File: config.mk
export PLATFORM = sky130hd
export DESIGN_NAME = s3x_smooth
export DESIGN_NICKNAME = d
export VERILOG_FILES = /design/src/hw/rtl/s3x_pkg.sv /design/src/hw/rtl/s3x_smooth.sv
export SDC_FILE = /design/constraint.sdc
export NUM_CORES = 1
export LEC_CHECK = 0
export BUFFER_PORTS_ARGS = -buffer_cell sky130_fd_sc_hd__buf_4
export CORE_ASPECT_RATIO = 0.8
export CORE_MARGIN = 5
export CORE_UTILIZATION = 44
export DETAILED_ROUTE_END_ITERATION = 10
export MAX_ROUTING_LAYER = met4
export PLACE_DENSITY = 0.67
export SETUP_SLACK_MARGIN = 0.1
export SLEW_MARGIN = 20
export SYNTH_ARGS = -nofsm -noshare
export SYNTH_HDL_FRONTEND = slang
export SYNTH_SLANG_ARGS = --single-unit
File: constraint.sdc
create_clock -name vclk -period 6.7
set_input_delay 0.335 -clock vclk [all_inputs]
set_output_delay 0.335 -clock vclk [all_outputs]
set_load 0.05 [all_outputs]
File: src/hw/rtl/s3x_pkg.sv
// Shared constants, types and codes of the Scale3x alpha smoothing filter.
package s3x_pkg;

    localparam int MAX_WIDTH  = 1024;
    localparam int PIX_W      = 8;
    localparam int COL_W      = $clog2(MAX_WIDTH);
    localparam int CFG_W_W    = 11;
    localparam int CFG_H_W    = 12;
    localparam int CFG_DATA_W = 12;
    localparam int CFG_IDX_W  = 1;
    // One bit above the height field so that the row count can saturate past any height.
    localparam int ROW_W      = CFG_H_W + 1;
    localparam int POS_W      = 22;
    localparam int OUT_Y_W    = POS_W - 1;
    localparam int WH_W       = CFG_W_W + CFG_H_W;
    localparam int DIV_CNT_W  = $clog2(POS_W);
    localparam int SUM_W      = PIX_W + 4;
    localparam int WIN_N      = 9;
    localparam int FIFO_DEPTH = 4;
    localparam int FIFO_PTR_W = $clog2(FIFO_DEPTH);
    localparam int FIFO_LVL_W = $clog2(FIFO_DEPTH + 1);

    localparam logic [CFG_W_W-1:0] MIN_W       = CFG_W_W'(3);
    localparam logic [CFG_W_W-1:0] MAX_W       = CFG_W_W'(MAX_WIDTH);
    localparam logic [CFG_W_W-1:0] RESET_W     = CFG_W_W'(1024);
    localparam logic [CFG_H_W-1:0] MIN_H       = CFG_H_W'(3);
    localparam logic [CFG_H_W-1:0] RESET_H     = CFG_H_W'(256);

    typedef enum logic [CFG_IDX_W-1:0] {
        REG_IMAGE_WIDTH,
        REG_IMAGE_HEIGHT
    } t_reg_idx;

    typedef enum logic {
        ST_RUN,
        ST_DIV
    } t_ctl_state;

    typedef logic [WIN_N-1:0][PIX_W-1:0] t_win;

    typedef struct packed {
        logic             en;
        logic [COL_W-1:0] addr;
    } t_rd_req;

    typedef struct packed {
        logic             valid;
        logic             emit;
        logic             border;
        logic             frame_end;
        logic [COL_W-1:0] col;
        logic [PIX_W-1:0] pix;
    } t_s1;

    typedef struct packed {
        logic valid;
        logic border;
        logic frame_end;
    } t_s2;

    typedef struct packed {
        logic [PIX_W-1:0] alpha;
        logic             frame_end;
    } t_res;

endpackage

File: src/hw/rtl/s3x_smooth.sv
// Scale3x sub-pixel selection and 1-2-1 weighted average of one window.
module s3x_smooth (
    input  s3x_pkg::t_win             i_win,
    input  logic                      i_border,
    output logic [s3x_pkg::PIX_W-1:0] o_alpha
);

    logic [s3x_pkg::PIX_W-1:0] a, b, c, d, e, f, g, h, k;
    logic [s3x_pkg::PIX_W-1:0] s0, s1, s2, s3, s5, s6, s7, s8;
    logic [s3x_pkg::SUM_W-1:0] sum;

    assign a = i_win[0];
    assign b = i_win[1];
    assign c = i_win[2];
    assign d = i_win[3];
    assign e = i_win[4];
    assign f = i_win[5];
    assign g = i_win[6];
    assign h = i_win[7];
    assign k = i_win[8];

    always_comb begin
        s0 = e;
        s1 = e;
        s2 = e;
        s3 = e;
        s5 = e;
        s6 = e;
        s7 = e;
        s8 = e;
        if ((b != h) && (d != f)) begin
            if (d == b) s0 = d;
            if (((d == b) && (e != c)) || ((b == f) && (e != a))) s1 = b;
            if (b == f) s2 = f;
            if (((d == b) && (e != g)) || ((d == h) && (e != a))) s3 = d;
            if (((b == f) && (e != k)) || ((h == f) && (e != c))) s5 = f;
            if (d == h) s6 = d;
            if (((d == h) && (e != k)) || ((h == f) && (e != g))) s7 = h;
            if (h == f) s8 = f;
        end
    end

    assign sum = s3x_pkg::SUM_W'(s0) + s3x_pkg::SUM_W'(s2)
               + s3x_pkg::SUM_W'(s6) + s3x_pkg::SUM_W'(s8)
               + (s3x_pkg::SUM_W'(s1) << 1) + (s3x_pkg::SUM_W'(s3) << 1)
               + (s3x_pkg::SUM_W'(s5) << 1) + (s3x_pkg::SUM_W'(s7) << 1)
               + (s3x_pkg::SUM_W'(e) << 2);

    assign o_alpha = i_border ? e : sum[s3x_pkg::SUM_W-1:4];

endmodule

# Word level (Yosys, flattened, before mapping)
# Index checks and enable logic that the tools add are counted.
# classes
add_sub_neg	8
eq_ne	10
muxes	17
reduce_logical	13
# ops
operator	count
two-way mux 8 bit	17
inequality test 8 bit	6
adder 12 x 9 -> 12 bit	3
equality test 8 bit	4
adder 11 x 9 -> 12 bit	1
adder 12 x 10 -> 12 bit	1
adder 10 x 8 -> 11 bit	1
adder 9 x 8 -> 10 bit	1
adder 8 x 8 -> 9 bit	1
logical AND 1 bit	9
logical OR 1 bit	4
# word_totals
reg_bits	0
inputBits	73
out_inout_bits	8

# Longest topological paths before layout
# depth
ltp_word	12
depth_mapped	21

# Worst setup path before layout
# No wires, ideal clock.
# synth_path
path_kind	input -> output
start	in i_win[43] (netlist bit)
end	out o_alpha[6] (netlist bit)
arrival_time_ns	6.159
required_ns	6.365
slack_ns	0.206
stages	18
path_buffers	1
cell_sequence	buf_2 xor2_1 nor4_2 o211ai_1 a21oi_4 mux2_4 fa_1 fa_1 fa_1 inv_1 fa_1 inv_1 ha_1 nand2_1 o41ai_1 nand3_1 and3_1 o31ai_1
# synth_via
elab_chain_cells	12
# synth_rtl
item	line_no	source
start: declaration	s3x_smooth.sv:3	input s3x_pkg::t_win i_win,
equality test 8 bit or inequality test 8 bit (tied branches)	-	
two-way mux 8 bit or logical AND 1 bit (tied branches)	s3x_smooth.sv:34, s3x_smooth.sv:31	
two-way mux 8 bit	s3x_smooth.sv:31	if ((b != h) && (d != f)) begin
adder 8 x 8 -> 9 bit	s3x_smooth.sv:43	assign sum = s3x_pkg::SUM_W'(s0) + s3x_pkg::SUM_W'(s2)
adder 9 x 8 -> 10 bit	s3x_smooth.sv:44	+ s3x_pkg::SUM_W'(s6) + s3x_pkg::SUM_W'(s8)
adder 10 x 8 -> 11 bit	s3x_smooth.sv:44	
adder 11 x 9 -> 12 bit	s3x_smooth.sv:45	+ (s3x_pkg::SUM_W'(s1) << 1) + (s3x_pkg::SUM_W'(s3) << 1)
adder 12 x 9 -> 12 bit	s3x_smooth.sv:45	
adder 12 x 9 -> 12 bit	s3x_smooth.sv:46	+ (s3x_pkg::SUM_W'(s5) << 1) + (s3x_pkg::SUM_W'(s7) << 1)
adder 12 x 9 -> 12 bit (*)	s3x_smooth.sv:46	
adder 12 x 10 -> 12 bit (*)	s3x_smooth.sv:47	+ (s3x_pkg::SUM_W'(e) << 2);
two-way mux 8 bit (*)	s3x_smooth.sv:49	assign o_alpha = i_border ? e : sum[s3x_pkg::SUM_W-1:4];
end: declaration	s3x_smooth.sv:5	output logic [s3x_pkg::PIX_W-1:0] o_alpha
# Mark *: on every way between the ends. The rest lies on a longest branch, timed or not.

# Worst setup path after layout
# layout_path
start	in i_win[61] (netlist bit)
end	out o_alpha[7] (netlist bit)
# layout_via
elab_chain_cells	12
# layout_rtl
item	line_no
inequality test 8 bit	s3x_smooth.sv:31
logical AND 1 bit	s3x_smooth.sv:31
two-way mux 8 bit	s3x_smooth.sv:31
adder 8 x 8 -> 9 bit	s3x_smooth.sv:43
adder 9 x 8 -> 10 bit	s3x_smooth.sv:44
adder 10 x 8 -> 11 bit	s3x_smooth.sv:44
adder 11 x 9 -> 12 bit	s3x_smooth.sv:45
adder 12 x 9 -> 12 bit	s3x_smooth.sv:45
adder 12 x 9 -> 12 bit	s3x_smooth.sv:46
adder 12 x 9 -> 12 bit (*)	s3x_smooth.sv:46
adder 12 x 10 -> 12 bit (*)	s3x_smooth.sv:47
two-way mux 8 bit (*)	s3x_smooth.sv:49
# Marks and branches as above.

==> impl_metrics.csv <==
group,metric,value,unit
run_status,status,"completed",
placed_design,place_ws,219.1,ps
sta,hold_violations,0,
global_route,grt_pass1_wl,16860,µm
global_route,gr-total-overflow,0,
yosys,synth.net_count,529,
setup_path,critPathCaptureType,"primary output",
global_route,antenna_found_initial,0,
global_route,grt_pass1_vias,3189,
placed_design,gp_congestion,0.9792,
yosys,synth_commonest_cells,"60 x inv_1, 52 x fa_1, 51 x xnor2_1, 32 x xor2_1, 23 x mux2i_1",
routing,wirelength,10260,µm
yosys,avgSynthCellArea,9.747,µm²
final_layout,finalNetCount,593,
setup_path,worstPathRequired,6360,ps
routing,viasPerCell,5.184,
floorplanning,die_y,93.24,µm
final_layout,clock_buffers,0,
global_route,grt_max_degree,23,
sta,setup_ws,376.2,ps
final_layout,fin_util,52.77,%
setup_path,path_class,"in -> out",
floorplanning,die_area,10630,µm²
power,vdd_ir_drop_max,0.0005845,V
final_layout,fill_cells,805,
global_route,grt_use_total,20.33,%
setup_path,start_kind,"input port",
sta,fmax,158.1,MHz
placed_design,dp_hpwl,8585,µm
setup_path,critPathMaxFanout,8,
floorplanning,io_pins,81,
yosys,ys_warn_count,0,
power,design_power_total,1403,µW
yosys,yosys.area.top_type,"fa_1",
routing,postRouteAntennaNets,0,
routing,drt-initial-drc-count,134,
floorplanning,start_util,44.93,%
power,powerDensity,313.4,nW/µm²
placed_design,numPortBuffers,81,
sta,worst_pin_slew,642.9,ps
yosys,ys_seq_area_share,0,%
yosys,synth_cell_type_count,42,
yosys,yosysMostFrequentCell,"inv_1",
final_layout,antenna_cells,0,
yosys,yosysTopAreaCellShare,27.31,%
routing,wl_per_cell,18.16,µm
floorplanning,rows,30,
yosys,synth_area_leaders,"fa_1 27%, xnor2_1 12%, mux2_4 7.5%",
sta,setup_violations,0,
sta,period_minus_slack,6324,ps
run,cap_violations,0,
power,p_leak,0.001896,µW
hold_path,min_path_type,"in -> out",
sta,post-route-period-util,94.39,%
sta,slew_headroom,57.09,%
final_layout,seqCellArea,0,µm²
sta,finalMaxSlewViolations,0,
floorplanning,die_w,114.1,µm
final_layout,drive_above_1_share,33.33,%
hold_path,hold_depth,4,
sta,rsz0062_at_grt,"false",
final_layout,design.seq.count,0,
yosys,syn-cell-area,3811,µm²
floorplanning,coreArea,8483,µm²
yosys,syn_inst,391,
routing,drc,0,
final_layout,area_growth,17.47,%
sta,finalSetupTns,0,ps
setup_path,cp.arrival,5990,ps
routing,drtPass1Iterations,4,
routing,num_vias,2929,
[power by group]
part	switching (µW)	internal, µW
Combinational	839	564
Sequential	0	0
Clock	0	0
Total	839	564
[worst max-delay path, cell delays in order]
cell	delay [ps]
buf_4	140
xor2_1	200
nor4_4	390
o211ai_1	200
a21oi_4	410
mux2_4	360
fa_1	450
fa_1	540
inv_1	50
fa_1	420
fa_1	590
nor3_1	80
fa_1	440
a21o_1	200
a21o_1	220
a2111oi_1	490
nor4_1	110
nand3b_1	170
buf_4	190
[cell type report]
class                           instances  area [µm²]  area share, %
Tap cell                              112       140.1          3.130
Timing Repair Buffer                   90       688.2          15.37
Multi-Input combinational cell        303        3423          76.47
Inverter                               60       225.2          5.031
[kinds of logic after synthesis]
group	count (synthesis)	share of synthesized area, %
XOR/XNOR	83	19.07
multiplexers	64	20.03
adder cells (fa/ha/maj)	65	31.58
AND/OR/NAND/NOR	53	11.23
buffers and inverters	88	10.70
AO/OA/AOI/OAI	38	7.387
[per-layer routing]
metal | global-route usage, % | vias up | routed length, µm
met3 | 0.3881 | 4 | 380
met1 | 29.63 | 1462 | 4867
met2 | 33.53 | 55 | 4970
li1 | - | 1408 | -
met5 | - | - | 0
met4 | 1.088 | 0 | 40
[worst paths after layout]
kind,end,from
setup / recovery,o_alpha[7],i_win[61]
hold / removal,o_alpha[2],i_win[34]
[cell usage in the layout, fill, tap and decap left out, types with 2 or more instances in the layout]
master / Yosys / layout
mux2_2: 22 / 22
a21oi_4: 4 / 4
o211ai_1: 7 / 7
or4_1: 2 / 2
fa_1: 52 / 52
nor2_4: 2 / 3
buf_4: 1 / 89
xnor2_1: 51 / 51
nand3_1: 3 / 3
nand4_1: 12 / 12
a21o_1: 2 / 2
nor4_4: 6 / 6
nor3_1: 2 / 2
inv_1: 60 / 60
mux2i_1: 23 / 23
a21oi_1: 11 / 11
nor3b_1: 5 / 5
nand2_1: 9 / 9
and3_1: 2 / 2
mux2_4: 19 / 19
xor2_1: 32 / 32
o21ai_0: 7 / 7
nor4_2: 2 / 2
ha_1: 13 / 13
[metrics by stage]
step	hold WS [ps]	instances	area, µm²
2_1_floorplan	1138	391	3811
3_3_place_gp	1176	559	4412
3_5_place_dp	1183	559	4412
4_1_cts	1185	559	4412
5_1_grt	1224	565	4477
6_report	1186	565	4477
[repair_timing]
action                     CTS  global route
hold buffers                 0             0
setup endpoints to repair    0             3
hold endpoints to repair     0             0
setup buffers                0             6
resized for setup            0             4
Power figures use the tool's default switching activity.
