$ cat src/hw/rtl/s3x_pkg.sv
// Shared constants, types and codes of the Scale3x alpha smoothing filter.
package s3x_pkg;

    localparam int MAX_WIDTH  = 1024;
    localparam int PIX_W      = 8;
    localparam int COL_W      = $clog2(MAX_WIDTH);
    localparam int CFG_W_W    = 11;
    localparam int CFG_H_W    = 12;
    localparam int CFG_DATA_W = 12;
    localparam int CFG_IDX_W  = 1;
    // One bit above the height field so that the row count can saturate past any height.
    localparam int ROW_W      = CFG_H_W + 1;
    localparam int POS_W      = 22;
    localparam int OUT_Y_W    = POS_W - 1;
    localparam int WH_W       = CFG_W_W + CFG_H_W;
    localparam int DIV_CNT_W  = $clog2(POS_W);
    localparam int SUM_W      = PIX_W + 4;
    localparam int WIN_N      = 9;
    localparam int FIFO_DEPTH = 4;
    localparam int FIFO_PTR_W = $clog2(FIFO_DEPTH);
    localparam int FIFO_LVL_W = $clog2(FIFO_DEPTH + 1);

    localparam logic [CFG_W_W-1:0] MIN_W       = CFG_W_W'(3);
    localparam logic [CFG_W_W-1:0] MAX_W       = CFG_W_W'(MAX_WIDTH);
    localparam logic [CFG_W_W-1:0] RESET_W     = CFG_W_W'(1024);
    localparam logic [CFG_H_W-1:0] MIN_H       = CFG_H_W'(3);
    localparam logic [CFG_H_W-1:0] RESET_H     = CFG_H_W'(256);

    typedef enum logic [CFG_IDX_W-1:0] {
        REG_IMAGE_WIDTH,
        REG_IMAGE_HEIGHT
    } t_reg_idx;

    typedef enum logic {
        ST_RUN,
        ST_DIV
    } t_ctl_state;

    typedef logic [WIN_N-1:0][PIX_W-1:0] t_win;

    typedef struct packed {
        logic             en;
        logic [COL_W-1:0] addr;
    } t_rd_req;

    typedef struct packed {
        logic             valid;
        logic             emit;
        logic             border;
        logic             frame_end;
        logic [COL_W-1:0] col;
        logic [PIX_W-1:0] pix;
    } t_s1;

    typedef struct packed {
        logic valid;
        logic border;
        logic frame_end;
    } t_s2;

    typedef struct packed {
        logic [PIX_W-1:0] alpha;
        logic             frame_end;
    } t_res;

endpackage

$ cat src/hw/rtl/s3x_if.sv


interface s3x_res_if;
    logic                      valid;
    logic                      ready;
    logic [s3x_pkg::PIX_W-1:0] alpha_out;
    logic                      frame_end;

    modport source (output valid, output alpha_out, output frame_end, input ready);
    modport sink   (input valid, input alpha_out, input frame_end, output ready);
endinterface


$ cat src/hw/rtl/s3x_out_fifo.sv
// Small output queue that decouples the result stream from the pipeline.
module s3x_out_fifo (
    input  logic                           i_clk,
    input  logic                           i_rst_n,
    input  logic                           i_push,
    input  s3x_pkg::t_res                  i_data,
    output logic [s3x_pkg::FIFO_LVL_W-1:0] o_lvl,
    s3x_res_if.source                      o_res
);

    s3x_pkg::t_res                 r_mem [s3x_pkg::FIFO_DEPTH];
    logic [s3x_pkg::FIFO_PTR_W-1:0] r_wr_ptr;
    logic [s3x_pkg::FIFO_PTR_W-1:0] r_rd_ptr;
    logic [s3x_pkg::FIFO_LVL_W-1:0] r_lvl;
    logic                           pop;
    s3x_pkg::t_res                  head;

    assign head            = r_mem[r_rd_ptr];
    assign o_res.valid     = (r_lvl != '0);
    assign o_res.alpha_out = head.alpha;
    assign o_res.frame_end = head.frame_end;
    assign pop             = o_res.valid && o_res.ready;
    assign o_lvl           = r_lvl;

    always_ff @(posedge i_clk) begin
        if (i_push) begin
            r_mem[r_wr_ptr] <= i_data;
        end
    end

    always_ff @(posedge i_clk) begin
        if (!i_rst_n) begin
            r_wr_ptr <= '0;
            r_rd_ptr <= '0;
            r_lvl    <= '0;
        end else begin
            if (i_push) begin
                r_wr_ptr <= (r_wr_ptr == s3x_pkg::FIFO_PTR_W'(s3x_pkg::FIFO_DEPTH - 1)) ?
                            '0 : r_wr_ptr + s3x_pkg::FIFO_PTR_W'(1);
            end
            if (pop) begin
                r_rd_ptr <= (r_rd_ptr == s3x_pkg::FIFO_PTR_W'(s3x_pkg::FIFO_DEPTH - 1)) ?
                            '0 : r_rd_ptr + s3x_pkg::FIFO_PTR_W'(1);
            end
            r_lvl <= r_lvl + s3x_pkg::FIFO_LVL_W'(i_push) - s3x_pkg::FIFO_LVL_W'(pop);
        end
    end

endmodule

$ cat src/flat_wrapper.sv
// flat-port wrapper written by rule: the top's interface ports become plain ports
module s3x_out_fifo_flat 
  (i_clk, i_rst_n, i_push, i_data, o_lvl, o_res_valid, o_res_alpha_out, o_res_frame_end, o_res_ready);
  s3x_res_if o_res_i ();
  input  logic i_clk;
  input  logic i_rst_n;
  input  logic i_push;
  input  s3x_pkg::t_res i_data;
  output logic [s3x_pkg::FIFO_LVL_W-1:0] o_lvl;
  output wire logic [$bits(o_res_i.valid)-1:0] o_res_valid;
  output wire logic [$bits(o_res_i.alpha_out)-1:0] o_res_alpha_out;
  output wire logic [$bits(o_res_i.frame_end)-1:0] o_res_frame_end;
  input wire logic [$bits(o_res_i.ready)-1:0] o_res_ready;
  assign o_res_valid = o_res_i.valid;
  assign o_res_alpha_out = o_res_i.alpha_out;
  assign o_res_frame_end = o_res_i.frame_end;
  assign o_res_i.ready = o_res_ready;
  s3x_out_fifo u_core (.i_clk(i_clk), .i_rst_n(i_rst_n), .i_push(i_push), .i_data(i_data), .o_lvl(o_lvl), .o_res(o_res_i));
endmodule
$ cat config.mk
export PLATFORM = sky130hd
export DESIGN_NAME = s3x_out_fifo_flat
export DESIGN_NICKNAME = d
export VERILOG_FILES = /design/src/hw/rtl/s3x_pkg.sv /design/src/hw/rtl/s3x_if.sv /design/src/hw/rtl/s3x_out_fifo.sv /design/src/flat_wrapper.sv
export SDC_FILE = /design/constraint.sdc
export NUM_CORES = 1
export LEC_CHECK = 0
export BUFFER_PORTS_ARGS = -buffer_cell sky130_fd_sc_hd__buf_2
export CELL_PAD_IN_SITES_DETAIL_PLACEMENT = 0
export CELL_PAD_IN_SITES_GLOBAL_PLACEMENT = 1
export CORE_ASPECT_RATIO = 1.1
export CORE_MARGIN = 8
export CORE_UTILIZATION = 42
export DETAILED_ROUTE_END_ITERATION = 12
export GPL_TIMING_DRIVEN = 0
export PLACE_DENSITY_LB_ADDON = 0.25
export SYNTH_ARGS = -nofsm -noshare
export SYNTH_HDL_FRONTEND = slang
export SYNTH_SLANG_ARGS = --single-unit
$ cat constraint.sdc
create_clock -name i_clk -period 1.8 [get_ports i_clk]
set_input_delay 0.36 -clock i_clk [delete_from_list [all_inputs] [get_ports i_clk]]
set_output_delay 0.36 -clock i_clk [all_outputs]
set_load 0.02 [all_outputs]
## Word level (Yosys, flattened, before mapping)

Memories as Yosys holds them, arrays and structs flattened. A register that Yosys moved wholly into a read port is not among the register bits.
Index checks and enable logic that the tools add are counted.
Widths: inputs -> output; s select.

- RAM bits: 36
- Output and inout port bits: 13
- Memories kept: 1
- Flip-flop bits (word level): 7

- Add/sub/neg operators: 4
- Muxes and demuxes: 6
- Eq/ne operators: 2
- Reduce and logical (&&, ||, !) cells: 2

Memory list:

| memory | depth | bits a word | rd ports | clocked after memory_dff | write ports | line | source |
|---|---|---|---|---|---|---|---|
| u_core.r_mem | 4 | 9 | 1 | 1 | 1 | s3x_out_fifo.sv:11 | `s3x_pkg::t_res r_mem [s3x_pkg::FIFO_DEPTH];` |

Operators with widths:

| kind | count |
|---|---|
| $mux 2 | 4 |
| $add 2x1->2 const B | 2 |
| $eq 2x2->1 const B | 2 |
| $add 3x1->3 | 1 |
| $reduce_bool 3->1 | 1 |
| $sub 3x1->3 | 1 |
| $mux 1 | 2 |
| $logic_and 1x1->1 | 1 |

## Longest topological paths before layout

Gate-level depths: netlist of the first run.

- Depth after elaboration: 4
- Mapped depth: 8

## Worst setup path after synthesis of the first run

No wires, ideal clock.

- Kind: reg-to-reg
- From: reg u_core.r_lvl, in the netlist u_core.o_lvl[1]
- To: reg u_core.r_lvl, in the netlist u_core.o_lvl[2]
- Clock period less this slack: 1.951 ns
- Path buffers: 0
- Data arrival time: 1.837 ns
- Stages on the path, launching flop included: 9
- Path slack: -0.151 ns
- Library setup time: 0.114 ns
- Cells stage by stage: dfxtp_1 o31a_1 ha_1 inv_1 ha_1 inv_1 fa_1 xnor3_1 nor2b_1

- Longest elaborated chain between the ends: 3

Ends and longest elaborated chain:

| element | line | source |
|---|---|---|
| start, declared | s3x_out_fifo.sv:14 | `logic [s3x_pkg::FIFO_LVL_W-1:0] r_lvl;` |
| start signal, assigned | s3x_out_fifo.sv:45 | `r_lvl <= r_lvl + s3x_pkg::FIFO_LVL_W'(i_push) - s3x_pkg::FIFO_LVL_W'(pop);` |
| parallel branches: the longest is 2 deep, another holds $add 3x1->3 | n/a |  |
| $sub 3x1->3 (*) | s3x_out_fifo.sv:45 |  |

Every way passes the cells marked *.
A chain may end at the register's enable or synchronous reset.

## Worst setup path after layout of the first run

Same ends and word-level chain as after synthesis.

==> results of run 1 <==
[per-stage QoR]
stage	cells	worst slack (ps)	total power (W)	cell area [sq um]	hold slack, ps
finish	178	-30.91	0.002735	2145	282.0
global route	178	-161.6	0.002901	2145	274.3
CTS	178	-47.46	0.002779	2145	270.2
detailed placement	167	-128.7	0.002030	1964	502.0
global placement	167	-103.5	0.002007	1964	483.3
floorplan	90	-60.75	0.001817	1774	458.9
[logic make-up after synthesis]
kind of cell             after synthesis  share of synthesized area (%)
AO/OA/AOI/OAI                          2                         0.9216
XOR/XNOR                               1                          1.276
adder cells (fa/ha/maj)                8                          6.095
buffers and inverters                  7                          1.984
flip-flops                            45                          71.44
multiplexers                          12                          13.18
AND/OR/NAND/NOR                       15                          5.103
[worst register-to-register path: cells and delay by family, from the launching register on]
kind | cells | cell delay [ps]
AOI/OAI and AO/OA | 1 | 310
xor gates and xnor gates | 1 | 190
adders and majority gates | 3 | 720
buffers and inverters | 2 | 100
DFF | 1 | 340
and+or+nand+nor | 1 | 110
[what timing repair did]
| action | in CTS | in global routing |
|---|---|---|
| gates resized for setup | 22 | 0 |
| pin swaps | 2 | 0 |
| endpoints found under the setup margin | 11 | 11 |
| gates cloned | 1 | 0 |
| buffers inserted | 2 | 0 |
[flip-flops by register name (all words and copies together) (netlist names), named ones only]
| register | count |
|---|---|
| u_core.r_wr_ptr | 2 |
| u_core.r_mem | 36 |
| u_core.o_lvl | 3 |
| u_core.r_rd_ptr | 2 |
[area by class of cell]
| class | instances | area, sq um | share of cell area (%) |
|---|---|---|---|
| Buffer | 2 | 16.27 | 0.7585 |
| Clock buffer | 7 | 86.33 | 4.026 |
| Clock inverter | 1 | 7.507 | 0.3501 |
| Inverter | 5 | 18.77 | 0.8751 |
| Multi-Input combinational cell | 38 | 471.7 | 22.00 |
| Sequential cell | 45 | 1271 | 59.28 |
| Tap cell | 52 | 65.06 | 3.034 |
| Timing Repair Buffer | 28 | 207.7 | 9.685 |
[per-layer routing]
| layer | share of wire (%) | routed length [microns] |
|---|---|---|
| met5 | 0 | 0 |
| met3 | 5.5 | 163 |
| met1 | 40 | 1202 |
| met4 | 1.5 | 46 |
| met2 | 53 | 1565 |
[where the power goes]
| part | total, W | switching, W | internal, W |
|---|---|---|---|
| sequential | 0.00128 | 0.0000535 | 0.00123 |
| clock | 0.000608 | 0.000296 | 0.000311 |
| combinational | 0.000847 | 0.000403 | 0.000444 |
[path summary, 6_finish.rpt]
path / from / slack, ps / to / cells after the start
min reg2reg: u_core.r_rd_ptr[0]$_SDFFE_PN0N_ / 500 / register / 2
max: u_core.o_lvl[1]$_SDFF_PN0_ / -30 / u_core.o_lvl[2]$_SDFF_PN0_ / 8
max reg2reg: u_core.o_lvl[1]$_SDFF_PN0_ / -30 / u_core.o_lvl[2]$_SDFF_PN0_ / 8
min: i_data[0] / 280 / u_core.r_mem[1][0]$_DFFE_PP_ / 1
[cells in the final DEF, fill, tap and decap left out, types with 2 or more instances in the layout]
cell type  instances
buf_4              2
clkbuf_8           6
nor2b_1            4
dfxtp_1            5
inv_1              5
edfxtp_1          36
and2_1             5
buf_6             11
dfxtp_4            2
nand2_1            3
ha_1               7
mux4_2             9
buf_2             16
dfxtp_2            2
mux2i_1            3
==> flow_metrics.tcl, run 1 <==
set metrics [dict create \
    routed_wl_mm 2.978 \
    syn_avg_cell_area_sq_um 19.62 \
    pwr_density_cell_nw_per_um2 1275 \
    grt_use_total_pct 10.03 \
    worstSetupEndpointType "register" \
    tightest_slew_ps 509.7 \
    synth_top_area_share_pct 61.23 \
    async_flop_share_pct 0 \
    timing.final.crit_share_pct 101.7 \
    port_buffers 25 \
    finalMaxSlewViolations 0 \
    grt_first_pass_wirelength_mm 4.899 \
    crit_fanout 2 \
    worst_slack_ps -30.91 \
    rsz0062_at_grt "yes" \
    drc 0 \
    coreArea_sq_um 3994 \
    syn-num-nets 111 \
    htree_levels 2 \
    diodes 0 \
    clk_latency_ps 280 \
    hpwlAfterDp_mm 2.064 \
    worstPathArrival_ps 2050 \
    crit_family "adder cells" \
    path_clk_slew_ps 70 \
    synthTopCellsByCount "edfxtp_1 (36), dfxtp_1 (9), mux4_2 (9), ha_1 (7)" \
    cts-hold-fix-buffers 0 \
    p_leak_nw 0.7906 \
    grt_pass1_vias 947 \
    io_pins 26 \
    grt_use_met2_pct 16.50 \
    drive_gt1_share_pct 40.48 \
    cp-start-kind "register" \
    die-area_sq_um 6536 \
    drt-pass1-iter-count 4 \
    gp_congestion 0.6488 \
    ant_nets 0 \
    status "finished, violations left" \
    setup_viol 6 \
    skew_ps 4.067 \
    cts_buffers 5 \
    antenna_found_initial 0 \
    busiest_layer "met2" \
    post_drt_wl_per_cell_microns 16.73 \
    grt_max_degree 15 \
    cpMaxStageDelayCell "dfxtp_4" \
    die_h_microns 84 \
    clock-root-buffer "clkbuf_8" \
    drtIter0Drc 48 \
    yosysTopAreaCell "edfxtp_1" \
    yosysMostFrequentCell "edfxtp_1" \
    viasPerCell 4.933 \
    row_count 24 \
    synth_ff_type "edfxtp_1" \
    peakVddDrop_uv 667.6 \
    start_util_pct 44.20 \
    maxCapViolations 0 \
    met3_usage_pct 4.203 \
    yosys_warnings 0 \
    ys_ff_latch 45 \
    cts_buffer_depth 2 \
    postLayoutCoreUtil_pct 53.70 \
    nNetsFinal 146 \
    setup-tns-final_ps -135.6 \
    clock_sinks 45 \
    syn_to_final_growth_pct 21.47 \
    critPathRequiredTime_ps 2020 \
    fill_cells 346 \
    synth_area_sq_um 1765 \
    synth_edf_count 36 \
    synth_area_leaders "edfxtp_1 (61%), mux4_2 (11%), dfxtp_1 (10%)" \
    critical_path_class "register to register" \
    hp-class "input pin to register" \
    cts_tree "yes" \
    synth.distinct_cells 18 \
    max_stage_delay_ps 340 \
    worstPathCellList "o31a_1 -> ha_1 -> inv_1 -> ha_1 -> inv_1 -> fa_2 -> xnor3_1 -> nor2b_1" \
    num_vias 878 \
    seq_area_frac_synth_pct 71.44 \
    violations "negative setup slack" \
    grtUsageMet1_pct 10.66 \
    syn_inst 90 \
    die_w_microns 77.82 \
    relSlewSlack_pct 66.02 \
    grt_overflow_total 0 \
    finalCriticalPeriod_ps 1831 \
    crit_buf_inv 2 \
    max_clock_freq_mhz 546.2 \
    final-hold-violation-count 0 \
]
Note: power is estimated with default switching activity, not from simulation.
==> inputs of run 2 (changes only) <==
Settings changed: CELL_PAD_IN_SITES_DETAIL_PLACEMENT 0 to unset, CELL_PAD_IN_SITES_GLOBAL_PLACEMENT 1 to unset, CORE_UTILIZATION 42 to 45.
==> run 2 against run 1 <==
  * The flow still finishes with violations (negative setup slack)
  * Maximum frequency down 1.7%
  * Worst setup slack worse by 32 ps
  * Sequential share of layout area about the same
  * Die area down 5.4%
  * Clock power up 1%
  * Total power up 0.71%
  * Largest cell class unchanged
  * Highest routed layer unchanged
==> flow_metrics.tcl, run 2 (synthesis gave the netlist of run 1 again) <==
set metrics [dict create \
    status "finished, violations left" \
    violations "negative setup slack" \
    drive_gt1_share_pct 42.86 \
    power.total_w 0.002755 \
    drc 0 \
    grt_pass1_vias 1017 \
    tightest_slew_ps 498.4 \
    largest_reg_flops 36 \
    max_stage_delay_ps 350 \
    final_cell_mix "edfxtp_1 (36), buf_2 (16), buf_6 (11)" \
    critPathRequiredTime_ps 2040 \
    cp-start-kind "register" \
    max_clock_freq_mhz 536.8 \
    grt_use_met2_pct 20.14 \
    p_sw_w 0.0008034 \
    relSlewSlack_pct 66.77 \
    crit_fanout 2 \
    finalMaxSlewViolations 0 \
    start_util_pct 45.57 \
    regArea_sq_um 1271 \
    drt-pass1-iter-count 4 \
    diodes 0 \
    grt_use_total_pct 11.27 \
    viasPerCell 5.079 \
    post_drt_wl_per_cell_microns 16.63 \
    routed_wl_mm 2.960 \
    timing.final.crit_share_pct 103.5 \
    met3_usage_pct 3.907 \
    fill_cells 323 \
    grtUsageMet1_pct 11.24 \
    skew_ps 2.108 \
    syn_to_final_growth_pct 21.40 \
    setup_viol 7 \
    busiest_layer "met2" \
    row_count 24 \
    grt_max_degree 16 \
    die_h_microns 81.69 \
    maxCapViolations 0 \
    clock_sinks 45 \
    final-hold-violation-count 0 \
    cts_buffer_depth 2 \
    pwr_density_cell_nw_per_um2 1285 \
    crit_family "adder cells" \
    worstSetupEndpointType "register" \
    worst_slack_ps -62.98 \
    seqPwrFrac_pct 46.6 \
    drtIter0Drc 90 \
    grt_overflow_total 0 \
    peakVddDrop_uv 779.9 \
    rsz0062_at_grt "yes" \
    regMostFlops "u_core.r_mem" \
    dpl_worst_slack_ps -155.1 \
    critical_path_class "register to register" \
    coreArea_sq_um 3874 \
    num_vias 904 \
    htree_levels 2 \
    final_area_sq_um 2143 \
    setup-tns-final_ps -217.1 \
    switching_share_pct 29.17 \
    path_clk_slew_ps 80 \
    die_w_microns 75.72 \
    postLayoutCoreUtil_pct 55.33 \
    cts_tree "yes" \
    clock-root-buffer "clkbuf_8" \
    hpwlAfterDp_mm 2.134 \
    cts_buffers 5 \
    multi_input_area_sq_um 474.2 \
    gp_congestion 0.6639 \
    die-area_sq_um 6186 \
    intPower_w 0.001951 \
    crit_buf_inv 2 \
    hp-class "input pin to register" \
    grt_first_pass_wirelength_mm 4.961 \
    io_pins 26 \
    p_comb_share_pct 31.1 \
    worstPathArrival_ps 2100 \
    clk_latency_ps 300 \
    dpl-instance-area_sq_um 1964 \
    final_common_cell "edfxtp_1" \
    finalCriticalPeriod_ps 1863 \
    port_buffers 25 \
    worstPathCellList "o31a_1 -> ha_1 -> inv_1 -> ha_2 -> inv_2 -> fa_2 -> xnor3_1 -> nor2b_1" \
    clockPowerShare_pct 22.4 \
    antenna_found_initial 0 \
    nNetsFinal 146 \
    cpMaxStageDelayCell "dfxtp_4" \
    ant_nets 0 \
    p_leak_nw 0.7887 \
]
run 2: cell types whose count changed in the layout (fill, tap and decap cells not counted):
cell	change
ha_1	-1
clkinv_2	+1
clkbuf_8	-1
clkbuf_1	-1
inv_6	+1
ha_2	+1
inv_1	-1
inv_2	+1
run 2: path summary, 6_finish.rpt:
kind	start	end	slack (ps)	cells after the start
worst min register to register	u_core.r_rd_ptr[1]$_SDFFE_PN0N_	u_core.r_rd_ptr[1]$_SDFFE_PN0N_	530	2
worst min-delay path	i_data[6]	u_core.r_mem[0][6]$_DFFE_PP_	270	1
worst max register to register	u_core.o_lvl[1]$_SDFF_PN0_	u_core.o_lvl[2]$_SDFF_PN0_	-60	8
worst max-delay path	u_core.o_lvl[1]$_SDFF_PN0_	u_core.o_lvl[2]$_SDFF_PN0_	-60	8
run 2: timing repair:
action | CTS | global route
buffers inserted | 2 | 0
endpoints found under the setup margin | 11 | 11
hold endpoints to repair | 0 | 0
pin swaps | 2 | 0
hold buffers | 0 | 0
gates cloned | 1 | 0
resized for setup | 14 | 10
run 2: worst register-to-register path: cells and delay by family, from the launching register on:
| kind | cells | cell delay (ps) |
|---|---|---|
| adders and majority gates | 3 | 760 |
| xor gates and xnor gates | 1 | 180 |
| buffers and inverters | 2 | 110 |
| AOI/OAI and AO/OA | 1 | 310 |
| and+or+nand+nor | 1 | 100 |
| DFF | 1 | 350 |
run 2: power groups by stage:
stage	Sequential [W]	Clock [W]	Combinational, W
after CTS	0.00128	0.000630	0.000828
after global routing	0.00129	0.000676	0.000944
after global placement	0.00129	0	0.000708
after floorplan	0.00132	0	0.000495
final	0.00128	0.000616	0.000856
after detailed placement	0.00130	0	0.000731
run 2: per-stage QoR:
stage,instances,hold WS [ps]
6_report,178,274.2
5_1_grt,178,261.2
4_1_cts,178,268.0
3_5_place_dp,167,507.0
3_3_place_gp,167,473.8
2_1_floorplan,90,458.9
run 2: final cells by class:
type	count	share of cell area, %
Sequential cell	45	59.31
Timing Repair Buffer	28	9.691
Inverter	5	0.8757
Clock buffer	5	3.211
Multi-Input combinational cell	38	22.12
Tap cell	52	3.036
Buffer	2	0.7589
Clock inverter	3	0.9924
run 2: layer usage:
metal | wire, microns | vias to the layer above
li1 | - | 414
met1 | 1082 | 463
met2 | 1640 | 21
met3 | 176 | 6
met4 | 60 | 0
met5 | 0 | -
==> inputs of run 3 (changes only) <==
Settings changed: CORE_ASPECT_RATIO 1.1 to 1.2.
==> run 3 against run 2 <==
  * The flow still finishes with violations (negative setup slack)
  * Sequential share of layout area down 0.72 points
  * Total power up 4.6%
  * Design area grew 1.2%
  * Maximum frequency is 1.8% higher
  * Wire length decreased by 3.6%
  * Largest power group unchanged
  * Die area is 0.11% higher
  * Critical path type unchanged
  * Via count fell by 4.4%
  * Combinational power is 1% lower
  * Global-route usage decreased by 0.87 points
  * Clock skew is 4.1 ps higher
  * Core utilization increased by 1.1 points
  * Worst setup slack better by 32 ps
==> flow_metrics.tcl, run 3 (synthesis gave the netlist of run 1 again) <==
set metrics [dict create \
    reg2reg_slack_ps -30 \
    drive_gt1_share_pct 40.48 \
    worstSetupEndpointType "register" \
    cts_buffers 5 \
    nNetsFinal 146 \
    cpMaxStageDelayCell "dfxtp_4" \
    max_stage_delay_ps 340 \
    maxCapViolations 0 \
    status "finished, violations left" \
    hp-class "input pin to register" \
    finalMaxSlewViolations 0 \
    antenna_found_initial 0 \
    fill_cells 321 \
    die_w_microns 73.18 \
    final_common_cell "edfxtp_1" \
    cts-hold-fix-buffers 0 \
    skew_ps 6.205 \
    r2r-end "u_core.o_lvl[2]$_SDFF_PN0_" \
    die_h_microns 84.62 \
    grt_pass1_vias 969 \
    num_vias 864 \
    cp-start-kind "register" \
    tightest_slew_ps 509.9 \
    crit_fanout 2 \
    row_count 25 \
    start_util_pct 45.89 \
    die-area_sq_um 6192 \
    pwr_density_cell_nw_per_um2 1328 \
    cts_tree "yes" \
    path_clk_slew_ps 70 \
    ant_nets 0 \
    finalCriticalPeriod_ps 1831 \
    peakVddDrop_uv 879.4 \
    diodes 0 \
    worstPathCellList "o31a_1 -> ha_1 -> inv_1 -> ha_1 -> inv_1 -> fa_2 -> xnor3_1 -> nor2b_1" \
    worst_slack_ps -30.62 \
    rsz0062_at_grt "yes" \
    grt_max_degree 14 \
    worstReg2RegStart "u_core.o_lvl[1]$_SDFF_PN0_" \
    grt_overflow_total 0 \
    dpl_worst_slack_ps -127.6 \
    io_pins 26 \
    p_leak_nw 0.8046 \
    hpwlAfterDp_mm 1.965 \
    viasPerCell 4.800 \
    syn_to_final_growth_pct 22.89 \
    grt_first_pass_wirelength_mm 4.726 \
    worstPathArrival_ps 2050 \
    drc 0 \
    r2r_cells 8 \
    setup-tns-final_ps -98.93 \
    violations "negative setup slack" \
    regMostFlops "u_core.r_mem" \
    hold_start "i_data[5]" \
    max_clock_freq_mhz 546.3 \
    largest_reg_flops 36 \
    clock-root-buffer "clkbuf_8" \
    final-hold-violation-count 0 \
    critPathRequiredTime_ps 2020 \
    grt_use_total_pct 10.40 \
    hold_path_end "u_core.r_mem[3][5]$_DFFE_PP_" \
    final_cell_mix "edfxtp_1 (36), buf_2 (16), buf_6 (11)" \
    htree_levels 2 \
    gp_congestion 0.6975 \
    clock_sinks 45 \
    post_drt_wl_per_cell_microns 15.86 \
    clk_latency_ps 290 \
    timing.final.crit_share_pct 101.7 \
    critical_path_class "register to register" \
    drtIter0Drc 36 \
    coreArea_sq_um 3847 \
    routed_wl_mm 2.854 \
    drt-pass1-iter-count 4 \
    relSlewSlack_pct 66.01 \
    port_buffers 25 \
    cts_buffer_depth 2 \
    whs_path_depth 1 \
    setup_viol 7 \
]
-- run 3: final cells by class --
type | count | area [sq um] | share of cell area, %
Tap cell | 54 | 67.56 | 3.114
Multi-Input combinational cell | 38 | 471.7 | 21.74
Sequential cell | 45 | 1271 | 58.59
Clock inverter | 1 | 30.03 | 1.384
Inverter | 5 | 18.77 | 0.8651
Buffer | 2 | 16.27 | 0.7497
Timing Repair Buffer | 28 | 207.7 | 9.573
Clock buffer | 7 | 86.33 | 3.979
-- run 3: worst max path at each step --
stage                               start                    endpoint  slack [ps]  depth (start not counted)
2_1_floorplan  u_core.o_lvl[0]$_SDFF_PN0_  u_core.o_lvl[2]$_SDFF_PN0_         -60                          8
3_3_place_gp   u_core.o_lvl[0]$_SDFF_PN0_  u_core.o_lvl[2]$_SDFF_PN0_        -100                          8
3_5_place_dp   u_core.o_lvl[0]$_SDFF_PN0_  u_core.o_lvl[2]$_SDFF_PN0_        -130                          8
4_1_cts        u_core.o_lvl[1]$_SDFF_PN0_  u_core.o_lvl[2]$_SDFF_PN0_         -60                          8
5_1_grt        u_core.o_lvl[1]$_SDFF_PN0_  u_core.o_lvl[2]$_SDFF_PN0_        -150                          8
6_report       u_core.o_lvl[1]$_SDFF_PN0_  u_core.o_lvl[2]$_SDFF_PN0_         -30                          8
-- run 3: repair_timing --
item	CTS	global route
setup endpoints to repair	11	11
pin swaps	2	0
setup buffers	2	0
gates cloned	1	0
resized for setup	22	0
-- run 3: where the power goes --
group / switching, W / internal (W)
Clock: 0.000304 / 0.000452
Combinational: 0.000397 / 0.000448
Sequential: 0.0000534 / 0.00123
-- run 3: per-layer routing --
layer  vias up  part of all wire, %  GRT usage, %
met5         -                    0             0
met4         0                  1.9         5.474
met3         5                  5.3         4.052
met2        27                   51         17.44
met1       419                   42         10.79
li1        413                    -             -
-- run 3: worst max-delay path, delay by kind of cell, from the launching register on --
| kind | cells | cell delay [ps] |
|---|---|---|
| and+or+nand+nor | 1 | 120 |
| xor gates and xnor gates | 1 | 180 |
| buffers and inverters | 2 | 100 |
| DFF | 1 | 340 |
| adders and majority gates | 3 | 720 |
| AOI/OAI and AO/OA | 1 | 310 |
-- run 3: per-stage QoR --
step | power, W | util, % | cells | hold slack [ps] | cell area, sq um
final | 0.002881 | 56.39 | 180 | 283.7 | 2170
after CTS | 0.002930 | 56.39 | 180 | 270.8 | 2170
after global placement | 0.001998 | 51.12 | 169 | 482.6 | 1967
after detailed placement | 0.002031 | 51.12 | 169 | 491.3 | 1967
after floorplan | 0.001817 | - | 90 | 458.9 | 1774
after global routing | 0.003042 | 56.39 | 180 | 268.4 | 2170
